<file path="src/design/i2cms_pkg.sv">
`default_nettype none
package i2cms_pkg;

  localparam logic [7:0] ACK_TIMEOUT_RST = 8'd20;
  localparam logic [3:0] BYTE_BITS = 4'd8;
  localparam logic [2:0] TIMER_MAX = 3'd5;

  typedef enum logic [2:0] {
    OP_TICK     = 3'd0,
    OP_START    = 3'd1,
    OP_STOP     = 3'd2,
    OP_WRITE    = 3'd3,
    OP_READ     = 3'd4,
    OP_ACK      = 3'd5,
    OP_NACK     = 3'd6,
    OP_WAIT_ACK = 3'd7
  } op_e;

  typedef enum logic [4:0] {
    PH_IDLE      = 5'd0,
    PH_ST_A      = 5'd1,
    PH_ST_B      = 5'd2,
    PH_SP_A      = 5'd3,
    PH_SP_B      = 5'd4,
    PH_AK_A      = 5'd5,
    PH_AK_B      = 5'd6,
    PH_NK_A      = 5'd7,
    PH_NK_B      = 5'd8,
    PH_WR_LO     = 5'd9,
    PH_WR_HI     = 5'd10,
    PH_RD_LO     = 5'd11,
    PH_RD_HI     = 5'd12,
    PH_WA_A      = 5'd13,
    PH_WA_B      = 5'd14,
    PH_WA_POLL   = 5'd15,
    PH_WA_TAIL   = 5'd16,
    PH_DONE      = 5'd17,
    PH_DONE_MISS = 5'd18
  } phase_e;

  typedef struct packed {
    op_e        op;
    logic [7:0] data_byte;
    logic       sda_sample;
  } req_t;

  typedef struct packed {
    logic       scl_level;
    logic       sda_drive;
    logic       sda_level;
    logic       busy_res;
    logic       done_res;
    logic [7:0] read_byte;
    logic       ack_missing;
  } res_t;

  typedef struct packed {
    logic       scl;
    logic       drv;
    logic       sda;
    logic [2:0] timer;
  } lines_t;

endpackage
`default_nettype wire

</file>
<file path="src/design/i2c_master_bit_sequencer_unit.sv">
// request registered in in_q; result registered in out_q when the sequencer steps
// throughput: one request per cycle; the line sequencer steps once per request
// stall on the request side only when a result is held and out_stall_i is high
// reset: asynchronous active low; idle, scl low, sda driven low, ack_timeout 20
`default_nettype none
module i2c_master_bit_sequencer_unit (
  input  wire logic            clk_i,
  input  wire logic            rst_ni,
  input  wire logic            in_valid_i,
  output logic                 in_stall_o,
  input  wire i2cms_pkg::req_t in_data_i,
  output logic                 out_valid_o,
  input  wire logic            out_stall_i,
  output i2cms_pkg::res_t      out_data_o,
  input  wire logic            cfg_we_i,
  input  wire logic [7:0]      cfg_wdata_i
);
  import i2cms_pkg::*;

  req_t       in_q;
  logic       in_vld_q, in_vld_d;
  res_t       res, out_q;
  logic       out_vld_q, out_vld_d;
  logic [7:0] ack_timeout_q;
  logic       step_en, accept;

  assign step_en    = in_vld_q && (!out_vld_q || !out_stall_i);
  assign in_stall_o = in_vld_q && !step_en;
  assign accept     = in_valid_i && !in_stall_o;

  always_comb begin
    in_vld_d = in_vld_q;
    if (accept) begin
      in_vld_d = 1'b1;
    end else if (step_en) begin
      in_vld_d = 1'b0;
    end
    out_vld_d = out_vld_q;
    if (step_en) begin
      out_vld_d = 1'b1;
    end else if (!out_stall_i) begin
      out_vld_d = 1'b0;
    end
  end

  always_ff @(posedge clk_i or negedge rst_ni) begin
    if (!rst_ni) begin
      in_vld_q      <= 1'b0;
      out_vld_q     <= 1'b0;
      ack_timeout_q <= ACK_TIMEOUT_RST;
    end else begin
      in_vld_q  <= in_vld_d;
      out_vld_q <= out_vld_d;
      if (cfg_we_i) begin
        ack_timeout_q <= cfg_wdata_i;
      end
    end
  end

  always_ff @(posedge clk_i) begin
    if (accept) begin
      in_q <= in_data_i;
    end
    if (step_en) begin
      out_q <= res;
    end
  end

  i2cms_seq u_seq (
    .clk_i         (clk_i),
    .rst_ni        (rst_ni),
    .step_en_i     (step_en),
    .req_i         (in_q),
    .ack_timeout_i (ack_timeout_q),
    .res_o         (res)
  );

  assign out_valid_o = out_vld_q;
  assign out_data_o  = out_q;

endmodule
`default_nettype wire

</file>
<file path="src/design/i2cms_seq.sv">
`default_nettype none
module i2cms_seq (
  input  wire logic            clk_i,
  input  wire logic            rst_ni,
  input  wire logic            step_en_i,
  input  wire i2cms_pkg::req_t req_i,
  input  wire logic [7:0]      ack_timeout_i,
  output i2cms_pkg::res_t      res_o
);
  import i2cms_pkg::*;

  phase_e     phase_q, phase_d, st_phase, nxt_phase;
  op_e        cmd_q, cmd_d, st_cmd;
  logic [3:0] bi_q, bi_d, st_bi;
  logic [7:0] pc_q, pc_d, st_pc;
  logic [7:0] sh_q, sh_d, st_sh;
  lines_t     lines_q, lines_d, st_lines;
  logic [2:0] tm_dec;
  logic [7:0] limit;

  function automatic phase_e first_phase(op_e op);
    phase_e p;
    begin
      unique case (op)
        OP_START:    p = PH_ST_A;
        OP_STOP:     p = PH_SP_A;
        OP_WRITE:    p = PH_WR_LO;
        OP_READ:     p = PH_RD_LO;
        OP_ACK:      p = PH_AK_A;
        OP_NACK:     p = PH_NK_A;
        OP_WAIT_ACK: p = PH_WA_A;
        default:     p = PH_IDLE;
      endcase
      return p;
    end
  endfunction

  function automatic lines_t enter_lines(phase_e p, op_e cmd, logic [7:0] sh, logic sda);
    lines_t l;
    begin
      unique case (p)
        PH_ST_A:    l = '{1'b1, 1'b1, 1'b1, 3'd2};
        PH_ST_B:    l = '{1'b1, 1'b1, 1'b0, 3'd1};
        PH_SP_A:    l = '{1'b1, 1'b1, 1'b0, 3'd2};
        PH_SP_B:    l = '{1'b1, 1'b1, 1'b1, 3'd1};
        PH_AK_A:    l = '{1'b0, 1'b1, 1'b0, 3'd2};
        PH_AK_B:    l = '{1'b1, 1'b1, 1'b0, 3'd3};
        PH_NK_A:    l = '{1'b0, 1'b1, 1'b1, 3'd1};
        PH_NK_B:    l = '{1'b1, 1'b1, 1'b1, 3'd1};
        PH_WR_LO:   l = '{1'b0, 1'b1, sh[7], 3'd2};
        PH_WR_HI:   l = '{1'b1, 1'b1, sda, 3'd5};
        PH_RD_LO:   l = '{1'b0, 1'b0, sda, 3'd5};
        PH_RD_HI:   l = '{1'b1, 1'b0, sda, 3'd2};
        PH_WA_A:    l = '{1'b0, 1'b1, 1'b1, 3'd1};
        PH_WA_B:    l = '{1'b0, 1'b0, 1'b1, 3'd1};
        PH_WA_POLL: l = '{1'b1, 1'b0, sda, 3'd0};
        PH_WA_TAIL: l = '{1'b0, 1'b1, 1'b1, 3'd1};
        default: begin
          if (cmd == OP_START || cmd == OP_ACK || cmd == OP_NACK) begin
            l = '{1'b0, 1'b1, 1'b0, 3'd0};
          end else if (cmd == OP_STOP) begin
            l = '{1'b0, 1'b1, 1'b1, 3'd0};
          end else begin
            l = '{1'b0, 1'b1, sda, 3'd0};
          end
        end
      endcase
      return l;
    end
  endfunction

  assign limit = (ack_timeout_i == 8'd0) ? 8'd1 : ack_timeout_i;

  // command entry when idle
  always_comb begin
    st_phase = phase_q;
    st_cmd   = cmd_q;
    st_bi    = bi_q;
    st_pc    = pc_q;
    st_sh    = sh_q;
    st_lines = lines_q;
    if (phase_q == PH_IDLE && req_i.op != OP_TICK) begin
      st_cmd   = req_i.op;
      st_bi    = '0;
      st_pc    = '0;
      st_sh    = (req_i.op == OP_WRITE) ? req_i.data_byte : 8'd0;
      st_phase = first_phase(req_i.op);
      st_lines = enter_lines(st_phase, req_i.op, st_sh, lines_q.sda);
    end
  end

  // next state
  always_comb begin
    phase_d   = st_phase;
    cmd_d     = st_cmd;
    bi_d      = st_bi;
    pc_d      = st_pc;
    sh_d      = st_sh;
    lines_d   = st_lines;
    nxt_phase = PH_DONE;
    tm_dec    = st_lines.timer;
    priority if (st_phase == PH_IDLE) begin
    end else if (st_phase == PH_DONE || st_phase == PH_DONE_MISS) begin
      phase_d = PH_IDLE;
    end else if (st_phase == PH_WA_POLL) begin
      if (!req_i.sda_sample) begin
        phase_d = PH_DONE;
        lines_d = enter_lines(PH_DONE, st_cmd, st_sh, st_lines.sda);
      end else begin
        pc_d = (st_pc != 8'hFF) ? st_pc + 8'd1 : st_pc;
        if (pc_d >= limit) begin
          phase_d = PH_SP_A;
          lines_d = enter_lines(PH_SP_A, st_cmd, st_sh, st_lines.sda);
        end
      end
    end else begin
      if (st_phase == PH_RD_HI && st_lines.timer == 3'd2) begin
        sh_d = {st_sh[6:0], req_i.sda_sample};
      end
      if (tm_dec != 3'd0) begin
        tm_dec = tm_dec - 3'd1;
      end
      lines_d.timer = tm_dec;
      if (tm_dec == 3'd0) begin
        unique case (st_phase)
          PH_ST_A:    nxt_phase = PH_ST_B;
          PH_SP_A:    nxt_phase = PH_SP_B;
          PH_SP_B:    nxt_phase = (st_cmd == OP_WAIT_ACK) ? PH_WA_TAIL : PH_DONE;
          PH_AK_A:    nxt_phase = PH_AK_B;
          PH_NK_A:    nxt_phase = PH_NK_B;
          PH_WR_LO:   nxt_phase = PH_WR_HI;
          PH_WR_HI: begin
            sh_d      = {sh_d[6:0], 1'b0};
            bi_d      = st_bi + 4'd1;
            nxt_phase = (bi_d >= BYTE_BITS) ? PH_DONE : PH_WR_LO;
          end
          PH_RD_LO:   nxt_phase = PH_RD_HI;
          PH_RD_HI: begin
            bi_d      = st_bi + 4'd1;
            nxt_phase = (bi_d >= BYTE_BITS) ? PH_DONE : PH_RD_LO;
          end
          PH_WA_A:    nxt_phase = PH_WA_B;
          PH_WA_B:    nxt_phase = PH_WA_POLL;
          PH_WA_TAIL: nxt_phase = PH_DONE_MISS;
          default:    nxt_phase = PH_DONE;
        endcase
        phase_d = nxt_phase;
        lines_d = enter_lines(nxt_phase, st_cmd, sh_d, st_lines.sda);
      end
    end
  end

  // result
  always_comb begin
    res_o.scl_level   = st_lines.scl;
    res_o.sda_drive   = st_lines.drv;
    res_o.sda_level   = st_lines.sda;
    res_o.done_res    = (st_phase == PH_DONE) || (st_phase == PH_DONE_MISS);
    res_o.busy_res    = (st_phase != PH_IDLE) && !res_o.done_res;
    res_o.read_byte   = (res_o.done_res && st_cmd == OP_READ) ? st_sh : 8'd0;
    res_o.ack_missing = (st_phase == PH_DONE_MISS);
  end

  always_ff @(posedge clk_i or negedge rst_ni) begin
    if (!rst_ni) begin
      phase_q <= PH_IDLE;
      cmd_q   <= OP_TICK;
      bi_q    <= '0;
      pc_q    <= '0;
      sh_q    <= '0;
      lines_q <= '{1'b0, 1'b1, 1'b0, 3'd0};
    end else if (step_en_i) begin
      phase_q <= phase_d;
      cmd_q   <= cmd_d;
      bi_q    <= bi_d;
      pc_q    <= pc_d;
      sh_q    <= sh_d;
      lines_q <= lines_d;
    end
  end

  a_done_to_idle: assert property (@(posedge clk_i) disable iff (!rst_ni)
    step_en_i && res_o.done_res |=> phase_q == PH_IDLE)
    else $error("sequencer not idle after done");
  a_miss_with_done: assert property (@(posedge clk_i) disable iff (!rst_ni)
    res_o.ack_missing |-> res_o.done_res && st_cmd == OP_WAIT_ACK)
    else $error("ack missing outside wait-ack done");
  a_timer_range: assert property (@(posedge clk_i) disable iff (!rst_ni)
    lines_q.timer <= TIMER_MAX)
    else $error("delay timer out of range");
  a_bit_range: assert property (@(posedge clk_i) disable iff (!rst_ni)
    bi_q <= BYTE_BITS)
    else $error("bit index out of range");
  a_hold: assert property (@(posedge clk_i) disable iff (!rst_ni)
    !step_en_i |=> $stable(phase_q) && $stable(lines_q))
    else $error("state moved without a request");

endmodule
`default_nettype wire
</file>
<file path="config.mk">
export PLATFORM = sky130hd
export DESIGN_NAME = i2c_master_bit_sequencer_unit
export DESIGN_NICKNAME = d
export VERILOG_FILES = /design/src/design/i2cms_pkg.sv /design/src/design/i2c_master_bit_sequencer_unit.sv /design/src/design/i2cms_seq.sv
export SDC_FILE = /design/constraint.sdc
export NUM_CORES = 1
export LEC_CHECK = 0
export ABC_AREA = 1
export BUFFER_PORTS_ARGS = -buffer_cell sky130_fd_sc_hd__buf_2
export CAP_MARGIN = 20
export CORE_UTILIZATION = 35
export CTS_BUF_LIST = sky130_fd_sc_hd__clkbuf_16
export DETAILED_ROUTE_END_ITERATION = 10
export RECOVER_POWER = 50
export SLEW_MARGIN = 20
export SYNTH_ARGS = -nofsm -noshare
export SYNTH_HDL_FRONTEND = slang
export SYNTH_HIERARCHICAL = 1
export SYNTH_SLANG_ARGS = --single-unit
</file>
<file path="constraint.sdc">
create_clock -name clk_i -period 5.9 [get_ports clk_i]
set_input_delay 0.59 -clock clk_i [delete_from_list [all_inputs] [get_ports clk_i]]
set_output_delay 0.59 -clock clk_i [all_outputs]
set_load 0.02 [all_outputs]
</file>
==> results of run 1 <==
stage by stage:
stage	util [%]	hold WS (ps)	setup WS, ps	total power, µW	instances
floorplan	-	294	2200	1970	597
global placement	39.2	457	1930	2310	798
detailed placement	39.2	459	1670	2330	798
CTS	41.5	408	1650	2900	814
global route	41.5	402	1050	3130	814
finish	41.5	422	1620	2890	814
cells in the final DEF, fill, tap and decap left out, types with 3 or more instances in the layout:
cell,Yosys,layout
nand4_1,4,4
o221ai_1,3,3
o21ai_0,50,50
clkbuf_1,5,4
edfxtp_1,26,26
o211ai_1,9,9
a21oi_1,32,31
nand3_1,29,29
nor3_1,7,7
inv_1,101,102
xor2_1,5,5
nor2_1,46,46
dfrtp_1,41,41
dfstp_2,3,3
nor2_8,4,4
o21ai_1,23,23
ha_1,14,14
nor2_2,5,5
nor2_4,9,9
nand2_2,12,12
clkbuf_16,0,9
inv_2,14,14
o22ai_1,7,7
buf_2,3,36
nand2_1,108,108
nand3_2,5,5
critical path, delay by kind of cell, from the launching register on:
| family | cells | cell delay, ps |
|---|---|---|
| compound gates | 7 | 1060 |
| fa+ha+maj | 2 | 550 |
| buf+inv | 4 | 510 |
| flops | 1 | 470 |
| simple gates | 11 | 1540 |
cells by family after synthesis:
kind of cell	count (synthesis)	synth area share, %
AND/OR/NAND/NOR	237	25.9
AO/OA/AOI/OAI	140	17.2
buffers and inverters	128	11.0
flip-flops	70	40.4
adder cells (fa/ha/maj)	14	3.76
XOR/XNOR	8	1.66
report_power, final:
group,switching [µW],internal [µW],leakage [µW]
Sequential,62.3,639,0.000804
Combinational,1140,509,0.00169
Clock,218,329,0.000152
sequential cells by signal, summed over array words and instances, names as in the netlist:
| register | flops |
|---|---|
| u_seq/lines_q | 6 |
| out_data_o | 14 |
| u_seq/cmd_q | 3 |
| u_seq/sh_q | 8 |
| in_vld_q | 1 |
| ack_timeout_q | 8 |
| u_seq/bi_q | 4 |
| u_seq/pc_q | 8 |
| in_q | 12 |
| out_valid_o | 1 |
| u_seq/phase_q | 5 |
worst paths after layout:
kind                                                   start                           end  cells past startpoint
min in group asynchronous                             rst_ni          in_vld_q$_DFFE_PN0P_                      1
worst min register to register  u_seq/lines_q[4]$_DFFE_PN1P_  u_seq/lines_q[4]$_DFFE_PN1P_                      2
worst max-delay path            u_seq/phase_q[4]$_DFFE_PN0P_  u_seq/lines_q[5]$_DFFE_PN0P_                     24
worst max register to register  u_seq/phase_q[4]$_DFFE_PN0P_  u_seq/lines_q[5]$_DFFE_PN0P_                     24
worst min-delay path                            in_data_i[6]             in_q[6]$_DFFE_PP_                      1
max in group asynchronous                             rst_ni  u_seq/lines_q[5]$_DFFE_PN0P_                      1
final cells by class:
cell class / count / area share [%]
clock buffer: 9 / 4.24
timing repair buffer: 41 / 3.81
clock inverter: 7 / 1.39
tap: 172 / 4.05
multi-input combinational: 399 / 42.8
inverter: 116 / 8.24
sequential: 70 / 35.5
metal layers:
metal | share of wire (%) | GRT usage [%]
met5 | 0 | 0
met4 | 1.1 | 4.79
met3 | 5.4 | 5.11
met2 | 46 | 28.3
met1 | 47 | 23.7
==> results_dict.tcl, run 1 <==
set metrics [dict create \
    portBuffers 40 \
    cp_cell_sequence "inv_2 -> nand3_4 -> nor2_4 -> nor2_1 -> ha_1 -> nand3_1 -> nor2_1 -> nand2_1 -> nor2_2 -> inv_1 -> o21ai_0 -> nor2_1 -> inv_1 -> ha_1 -> nand2_1 -> nor2_1 -> nand2_1 -> o211ai_1 -> a41oi_1 -> inv_1 -> o21ai_0 -> o2111ai_1 -> o211ai_1 -> o21ai_0" \
    worstSetupEndpointType "flop" \
    cts.clk_slew.worst_paths_ps 60 \
    grt_max_degree 47 \
    area_growth_pct 14.0 \
    numCtsBuffers 9 \
    die_w_um 117 \
    initialDrtViolationCount 284 \
    cpMaxStageDelayCell "nor2_4" \
    crit_fanout 31 \
    slew_viol_final 45 \
    fill_cells 1335 \
    io_pins 41 \
    yosys_warnings 6 \
    critPathRequiredTime_ps 6100 \
    start_kind "flop" \
    min_period_ps 4280 \
    crit_path_frequent_cell "nor2_1" \
    cap_violations 1 \
    slew_headroom_pct -67.5 \
    synth_edf_count 26 \
    clock-sinks 70 \
    postCtsSetupBuffers 0 \
    critPathArrivalTime_ps 4490 \
    clk_path_buf_depth 2 \
    synth_area_per_cell_um2 7.81 \
    antenna_cells 0 \
    h-tree-depth 3 \
    synthTopCellsByArea "dfrtp_1 22%, edfxtp_1 17%, nand2_1 8.7%" \
    synth_fp_nets 636 \
    layout-drive-gt1-share_pct 18.1 \
    holdBufCountCts 0 \
    core_um2 12800 \
    rsz0062_at_grt "false" \
    postSynth.asyncResetShare_pct 62.9 \
    grt_pass1_vias 3761 \
    vias 4032 \
    vias_per_cell 4.95 \
    synth_ff_type "dfrtp_1" \
    yosysMostFrequentCell "nand2_1" \
    dp_hpwl_mm 8.70 \
    cts_root_buffer "clkbuf_16" \
    netlist_top_cells_count "108 x nand2_1, 101 x inv_1, 50 x o21ai_0" \
    ys_ff_latch 70 \
    grt_use_total_pct 17.9 \
    seq_area_frac_synth_pct 40.4 \
    leakagePower_uw 0.00265 \
    detail-route-antenna-nets 0 \
    drc 0 \
    post_drt_wl_per_cell_um 14.3 \
    violations "capacitance limit, slew limit" \
    design_area_um2 5320 \
    synth_top_cell_by_area "dfrtp_1" \
    crit_type "flop to flop" \
    setup_violations 0 \
    fin_worst_skew_ps 4.37 \
    initial_core_util_pct 36.4 \
    synth.distinct_cells 48 \
    grt_antenna_before_repair 0 \
    final_nets 676 \
    grt_overflow 0 \
    cts_resized 0 \
    gp_congestion 0.885 \
    fp.dieH_um 117 \
    rows 41 \
    hold_class "input pin to flop" \
    max_freq_mhz 233 \
    cts_tree "built" \
    status "finished with violations" \
    period_share_pct 72.6 \
    yosys.area.top_type_share_pct 22.0 \
    regArea_um2 1890 \
    place_area_um2 5020 \
    multi_input_area_um2 2280 \
    fin_setup_tns_ps 0 \
    dieArea_um2 13800 \
    drt_wl_total_mm 11.6 \
    dr.pass1.iters 5 \
    clk_latency_ps 340 \
    r2r_slack_ps 1620 \
    p_per_area_nw_per_um2 544 \
    slowest_delay_ps 580 \
    peakVddDrop_v 0.000210 \
    synthCells 597 \
    hold_viol_final 0 \
    grt_pass1_wl_mm 18.9 \
    tightest_slew_ps 2510 \
    synth.cell_area_um2 4660 \
]
Power figures use the tool's default switching activity.
==> run 2: changes to the inputs <==
==> constraint.sdc (replaced) <==
create_clock -name clk_i -period 3.95 [get_ports clk_i]
set_input_delay 0.395 -clock clk_i [delete_from_list [all_inputs] [get_ports clk_i]]
set_output_delay 0.395 -clock clk_i [all_outputs]
set_load 0.02 [all_outputs]
==> run 2 against run 1 <==
  * Wire length rose by 1.5%
  * Critical path type unchanged
  * Hold slack got worse by 210 ps
  * Final cell count rose by 1.1%
  * Combinational power rose by 55%
  * Global-route usage rose by 0.45 points
  * Sequential share of layout area fell by 0.63 points
  * Total power rose by 52%
  * The flow still finishes with violations (capacitance limit, slew limit)
  * Critical endpoint unchanged
  * Via count rose by 1.1%
  * Non-clock buffer count rose by 9
==> results_dict.tcl, run 2 (same netlist as run 1, synthesis figures left out) <==
set metrics [dict create \
    min_period_ps 3640 \
    area_growth_pct 16.1 \
    portBuffers 40 \
    dp_hpwl_mm 8.85 \
    initialDrtViolationCount 213 \
    grt_max_degree 47 \
    slew_headroom_pct -68.0 \
    cp_cell_sequence "nor2_4 -> nand2_2 -> inv_1 -> nor2_4 -> buf_4 -> nor2_1 -> nand3_1 -> nor2_1 -> nand2_1 -> nor2_4 -> inv_2 -> nand2_1 -> o21ai_2 -> ha_1 -> a21oi_1 -> o21ai_0 -> nand2_1 -> o211ai_1 -> a41oi_2 -> inv_1 -> o21ai_0 -> o2111ai_1 -> o211ai_1 -> o21ai_0" \
    fill_cells 1348 \
    rows 41 \
    largest_register_ffs 14 \
    clk_latency_ps 350 \
    peakVddDrop_v 0.000253 \
    seqPwrFrac_pct 23.6 \
    routed.top_layer "met4" \
    r2r_end "u_seq/lines_q[5]$_DFFE_PN0P_" \
    grt_overflow 0 \
    drt_wl_total_mm 11.8 \
    dr.pass1.iters 5 \
    critPathBufInv 4 \
    vias_per_cell 4.96 \
    grt_pass1_vias 3970 \
    detail-route-antenna-nets 0 \
    cts_tree "built" \
    start_kind "flop" \
    fin_worst_skew_ps 7.35 \
    post_drt_wl_per_cell_um 14.3 \
    tightest_slew_ps 2520 \
    worstSetupEndpointType "flop" \
    crit_type "flop to flop" \
    wl_met1_mm 5.57 \
    r2r_slack_ps 310 \
    switchingPower_uw 2140 \
    slowest_delay_ps 450 \
    max_freq_mhz 274 \
    vias 4078 \
    comb_power_share_pct 57.7 \
    leakagePower_uw 0.00265 \
    final_common_cell "nand2_1" \
    clock-sinks 70 \
    wl_met2_mm 5.32 \
    hold_class "input pin to flop" \
    layout.cells.non_filler 823 \
    hold_viol_final 0 \
    grt_use_total_pct 18.3 \
    holdBufCountCts 0 \
    io_pins 41 \
    slew_viol_final 45 \
    crit_fanout 7 \
    critPathArrivalTime_ps 3850 \
    period_share_pct 92.3 \
    hp-start "in_data_i[6]" \
    critPathRequiredTime_ps 4160 \
    drc 0 \
    dieArea_um2 13800 \
    grt_antenna_before_repair 0 \
    rr_worst_depth 24 \
    initial_core_util_pct 36.4 \
    layout-drive-gt1-share_pct 18.3 \
    antenna_cells 0 \
    r2r-start "in_q[9]$_DFFE_PP_" \
    whs_path_depth 1 \
    clk_path_buf_depth 2 \
    cap_violations 1 \
    power_uw 4400 \
    cts.clk_slew.worst_paths_ps 60 \
    final_nets 685 \
    fin_setup_tns_ps 0 \
    crit_family "simple AND/OR/NAND/NOR gates" \
    pwr-share-clk_pct 18.8 \
    status "finished with violations" \
    sw_frac_of_total_pct 48.6 \
    fp.dieH_um 117 \
    route.met3.wl_um 530 \
    rsz0062_at_grt "false" \
    dp_cells 801 \
    die_w_um 117 \
    numCtsBuffers 9 \
    p_per_area_nw_per_um2 813 \
    violations "capacitance limit, slew limit" \
    grt_pass1_wl_mm 19.5 \
    core_um2 12800 \
    hold_end "in_q[6]$_DFFE_PP_" \
    setup_violations 0 \
    cpMaxStageDelayCell "edfxtp_1" \
    power.internal_uw 2260 \
    cts_root_buffer "clkbuf_16" \
    mostFrequentLayoutCells "108 x nand2_1, 101 x inv_1, 48 x o21ai_0, 44 x nor2_1, 41 x dfrtp_1" \
    h-tree-depth 3 \
    gp_congestion 0.917 \
]
## run 2: changes by cell type in the layout (fill, tap and decap cells not counted), sizes merged
| cell | change |
|---|---|
| buf | -1 |
| clkbuf | +10 |
| clkinv | -2 |
| clkinvlp | +3 |
| inv | -1 |
## run 2: per-stage QoR
stage          utilization [%]  setup slack [ps]  instance area, µm²  hold WS (ps)
3_3_place_gp              39.3               344                5040           460
6_report                  42.2               305                5410           217
3_5_place_dp              39.3               136                5040           462
5_1_grt                   42.2              10.4                5410           209
2_1_floorplan                -               248                4660          99.4
4_1_cts                   41.7               110                5340           207
## run 2: worst max-delay path by stage
stage,to,depth (start not counted),from
2_1_floorplan,u_seq/lines_q[5]$_DFFE_PN0P_,27,in_q[10]$_DFFE_PP_
4_1_cts,u_seq/lines_q[1]$_DFFE_PN0P_,24,in_q[10]$_DFFE_PP_
5_1_grt,u_seq/lines_q[5]$_DFFE_PN0P_,25,in_q[9]$_DFFE_PP_
6_report,u_seq/lines_q[5]$_DFFE_PN0P_,24,in_q[9]$_DFFE_PP_
3_3_place_gp,u_seq/lines_q[5]$_DFFE_PN0P_,24,in_q[10]$_DFFE_PP_
3_5_place_dp,u_seq/lines_q[1]$_DFFE_PN0P_,24,in_q[10]$_DFFE_PP_
## run 2: power groups by stage
stage | sequential (µW) | combinational [µW] | clock, µW
after CTS | 1040 | 2470 | 848
after global routing | 1060 | 2820 | 874
after global placement | 1050 | 2440 | 0
final | 1040 | 2540 | 827
after floorplan | 1070 | 1880 | 0
after detailed placement | 1050 | 2460 | 0
## run 2: timing repair
item                                    4_1_cts  5_1_grt
endpoints found under the hold margin         0        0
endpoints found under the setup margin        0        8
gates resized for setup                       0       10
buffers inserted                              0        6
## run 2: layer usage
metal / up-vias / track usage (%)
met3: 28 / 3.75
met2: 99 / 28.4
li1: 2063 / -
met1: 1888 / 23.8
met5: - / 0
met4: 0 / 10.1
## run 2: final cells by class
type,count,area (µm²),share of cell area (%)
clock inverter,7,73.8,1.36
multi-input combinational,399,2300,42.6
clock buffer,9,225,4.16
sequential,70,1890,34.8
timing repair buffer,50,270,4.99
tap,172,215,3.98
inverter,116,438,8.09
==> run 3: changes to the inputs <==
--- a/config.mk
+++ b/config.mk
@@ -6,11 +6,13 @@
 export NUM_CORES = 1
 export LEC_CHECK = 0
 export ABC_AREA = 1
-export BUFFER_PORTS_ARGS = -buffer_cell sky130_fd_sc_hd__buf_2
+export BUFFER_PORTS_ARGS = -buffer_cell sky130_fd_sc_hd__buf_4
 export CAP_MARGIN = 20
 export CORE_UTILIZATION = 35
 export CTS_BUF_LIST = sky130_fd_sc_hd__clkbuf_16
+export CTS_CLUSTER_SIZE = 16
 export DETAILED_ROUTE_END_ITERATION = 10
+export GPL_ROUTABILITY_DRIVEN = 0
 export RECOVER_POWER = 50
 export SLEW_MARGIN = 20
 export SYNTH_ARGS = -nofsm -noshare
==> run 3 against run 2 <==
  * The flow still finishes with violations (capacitance limit, slew limit)
  * Setup slack gained 54 ps
  * Die area unchanged
  * Clock skew is 3.4 ps lower
  * Total power is 2.5% higher
  * Sequential power hardly changed
  * Critical path type unchanged
  * Sequential cell count did not move
  * Global-route usage barely moved
  * First-iteration DRC count up 15%
  * Clock power increased by 13%
  * Hold slack improved by 31 ps
  * Largest power group unchanged
  * Clock-buffer cell count unchanged
  * Register-to-register slack better by 50 ps
==> results_dict.tcl, run 3 (same netlist as run 1, synthesis figures left out) <==
set metrics [dict create \
    holdBufCountCts 0 \
    slew_headroom_pct -68.1 \
    dr.pass1.iters 5 \
    status "finished with violations" \
    grt_use_total_pct 18.3 \
    dieArea_um2 13800 \
    grt_pass1_wl_mm 20.0 \
    antenna_cells 0 \
    drc 0 \
    die_w_um 117 \
    pre_cts_slack_ps 218 \
    layout_setup_ws_ps 360 \
    rr_worst_depth 24 \
    hold_end "in_q[8]$_DFFE_PP_" \
    period_share_pct 90.9 \
    h-tree-depth 3 \
    p_per_area_nw_per_um2 822 \
    crit_type "flop to flop" \
    cts_root_buffer "clkbuf_16" \
    clk_path_buf_depth 2 \
    layout-drive-gt1-share_pct 18.5 \
    dp_hpwl_mm 8.74 \
    setup_violations 0 \
    fin_worst_skew_ps 3.92 \
    hold_class "input pin to flop" \
    portBuffers 40 \
    clk_latency_ps 340 \
    worstSetupEndpointType "flop" \
    rows 41 \
    power_uw 4510 \
    critPathRequiredTime_ps 4150 \
    whs_path_depth 1 \
    critPathArrivalTime_ps 3790 \
    drt_wl_total_mm 12.0 \
    cts_tree "built" \
    violations "capacitance limit, slew limit" \
    vias 4211 \
    vias_per_cell 5.12 \
    crit_fanout 7 \
    hold_viol_final 0 \
    clock-sinks 70 \
    r2r_slack_ps 360 \
    io_pins 41 \
    initial_core_util_pct 36.4 \
    fp.dieH_um 117 \
    post_drt_wl_per_cell_um 14.7 \
    hp-start "in_data_i[8]" \
    fill_cells 1323 \
    final_nets 684 \
    hold_slack_ps 248 \
    max_freq_mhz 279 \
    min_period_ps 3590 \
    peakVddDrop_v 0.000297 \
    grt_max_degree 47 \
    detail-route-antenna-nets 0 \
    largest_register_ffs 14 \
    slew_viol_final 45 \
    initialDrtViolationCount 244 \
    design_area_um2 5490 \
    cts.clk_slew.worst_paths_ps 60 \
    place_area_um2 5140 \
    r2r-start "in_q[11]$_DFFE_PP_" \
    grt_pass1_vias 4136 \
    numCtsBuffers 9 \
    leakagePower_uw 0.00269 \
    grt_overflow 0 \
    tightest_slew_ps 2520 \
    start_kind "flop" \
    r2r_end "u_seq/lines_q[5]$_DFFE_PN0P_" \
    area_growth_pct 17.8 \
    fin_setup_tns_ps 0 \
    final_common_cell "nand2_1" \
    grt_antenna_before_repair 0 \
    mostFrequentLayoutCells "108 x nand2_1, 100 x inv_1, 48 x o21ai_0, 43 x nor2_1, 40 x dfrtp_1" \
    core_um2 12800 \
    cap_violations 1 \
]
-- run 3: final cells by class --
class,instances,area [µm²],share of cell area [%]
Clock inverter,7,113,2.05
Clock buffer,9,225,4.10
Timing Repair Buffer,49,323,5.88
Inverter,116,438,7.97
Sequential cell,70,1890,34.4
Multi-Input combinational cell,399,2290,41.7
Tap cell,172,215,3.92
-- run 3: stage by stage --
stage	cells	utilization, %
global placement	801	40.1
CTS	817	42.8
global route	822	42.8
finish	822	42.8
floorplan	597	-
detailed placement	801	40.1
-- run 3: power breakdown --
part | total (µW) | internal [µW] | switching [µW]
sequential | 1050 | 954 | 94.2
combinational | 2530 | 794 | 1730
clock | 937 | 613 | 323
-- run 3: routing by layer --
layer	up-vias	share of wire, %	track usage [%]
met2	141	46	29.4
met1	1976	45	23.7
met4	0	3.2	8.52
met3	31	5.6	3.36
met5	-	0	0
li1	2063	-	-
-- run 3: worst max-delay path, stage by stage, from the launching register on --
cell       delay, ps
edfxtp_1         500
inv_2            100
nand2_2           70
inv_1            100
nor2_4            60
nor2_2           120
ha_1             200
nand3_1          130
nor2_1           120
nand2_1           90
nor2_2           160
inv_2            100
nand2_1           90
o21ai_1          100
ha_1             330
a21oi_1          140
o21ai_0           80
nand2_1           70
o211ai_1          90
a41oi_2          270
inv_1            100
o21ai_1          120
o2111ai_1        100
o211ai_1         100
o21ai_0          110
-- run 3: worst max-delay path by stage --
stage | start | end | slack (ps) | depth (start not counted)
3_3_place_gp | in_q[10]$_DFFE_PP_ | u_seq/lines_q[5]$_DFFE_PN0P_ | 370 | 24
6_report | in_q[11]$_DFFE_PP_ | u_seq/lines_q[5]$_DFFE_PN0P_ | 360 | 24
4_1_cts | in_q[10]$_DFFE_PP_ | u_seq/lines_q[5]$_DFFE_PN0P_ | 110 | 24
3_5_place_dp | in_q[10]$_DFFE_PP_ | u_seq/lines_q[5]$_DFFE_PN0P_ | 220 | 24
5_1_grt | in_q[11]$_DFFE_PP_ | u_seq/lines_q[5]$_DFFE_PN0P_ | -1 | 24
2_1_floorplan | in_q[10]$_DFFE_PP_ | u_seq/lines_q[5]$_DFFE_PN0P_ | 250 | 27
-- run 3: repair_timing --
action                                 4_1_cts  5_1_grt
endpoints found under the hold margin        0        0
setup endpoints to repair                    0        8
gates resized for setup                      0        8
buffers inserted                             0        5
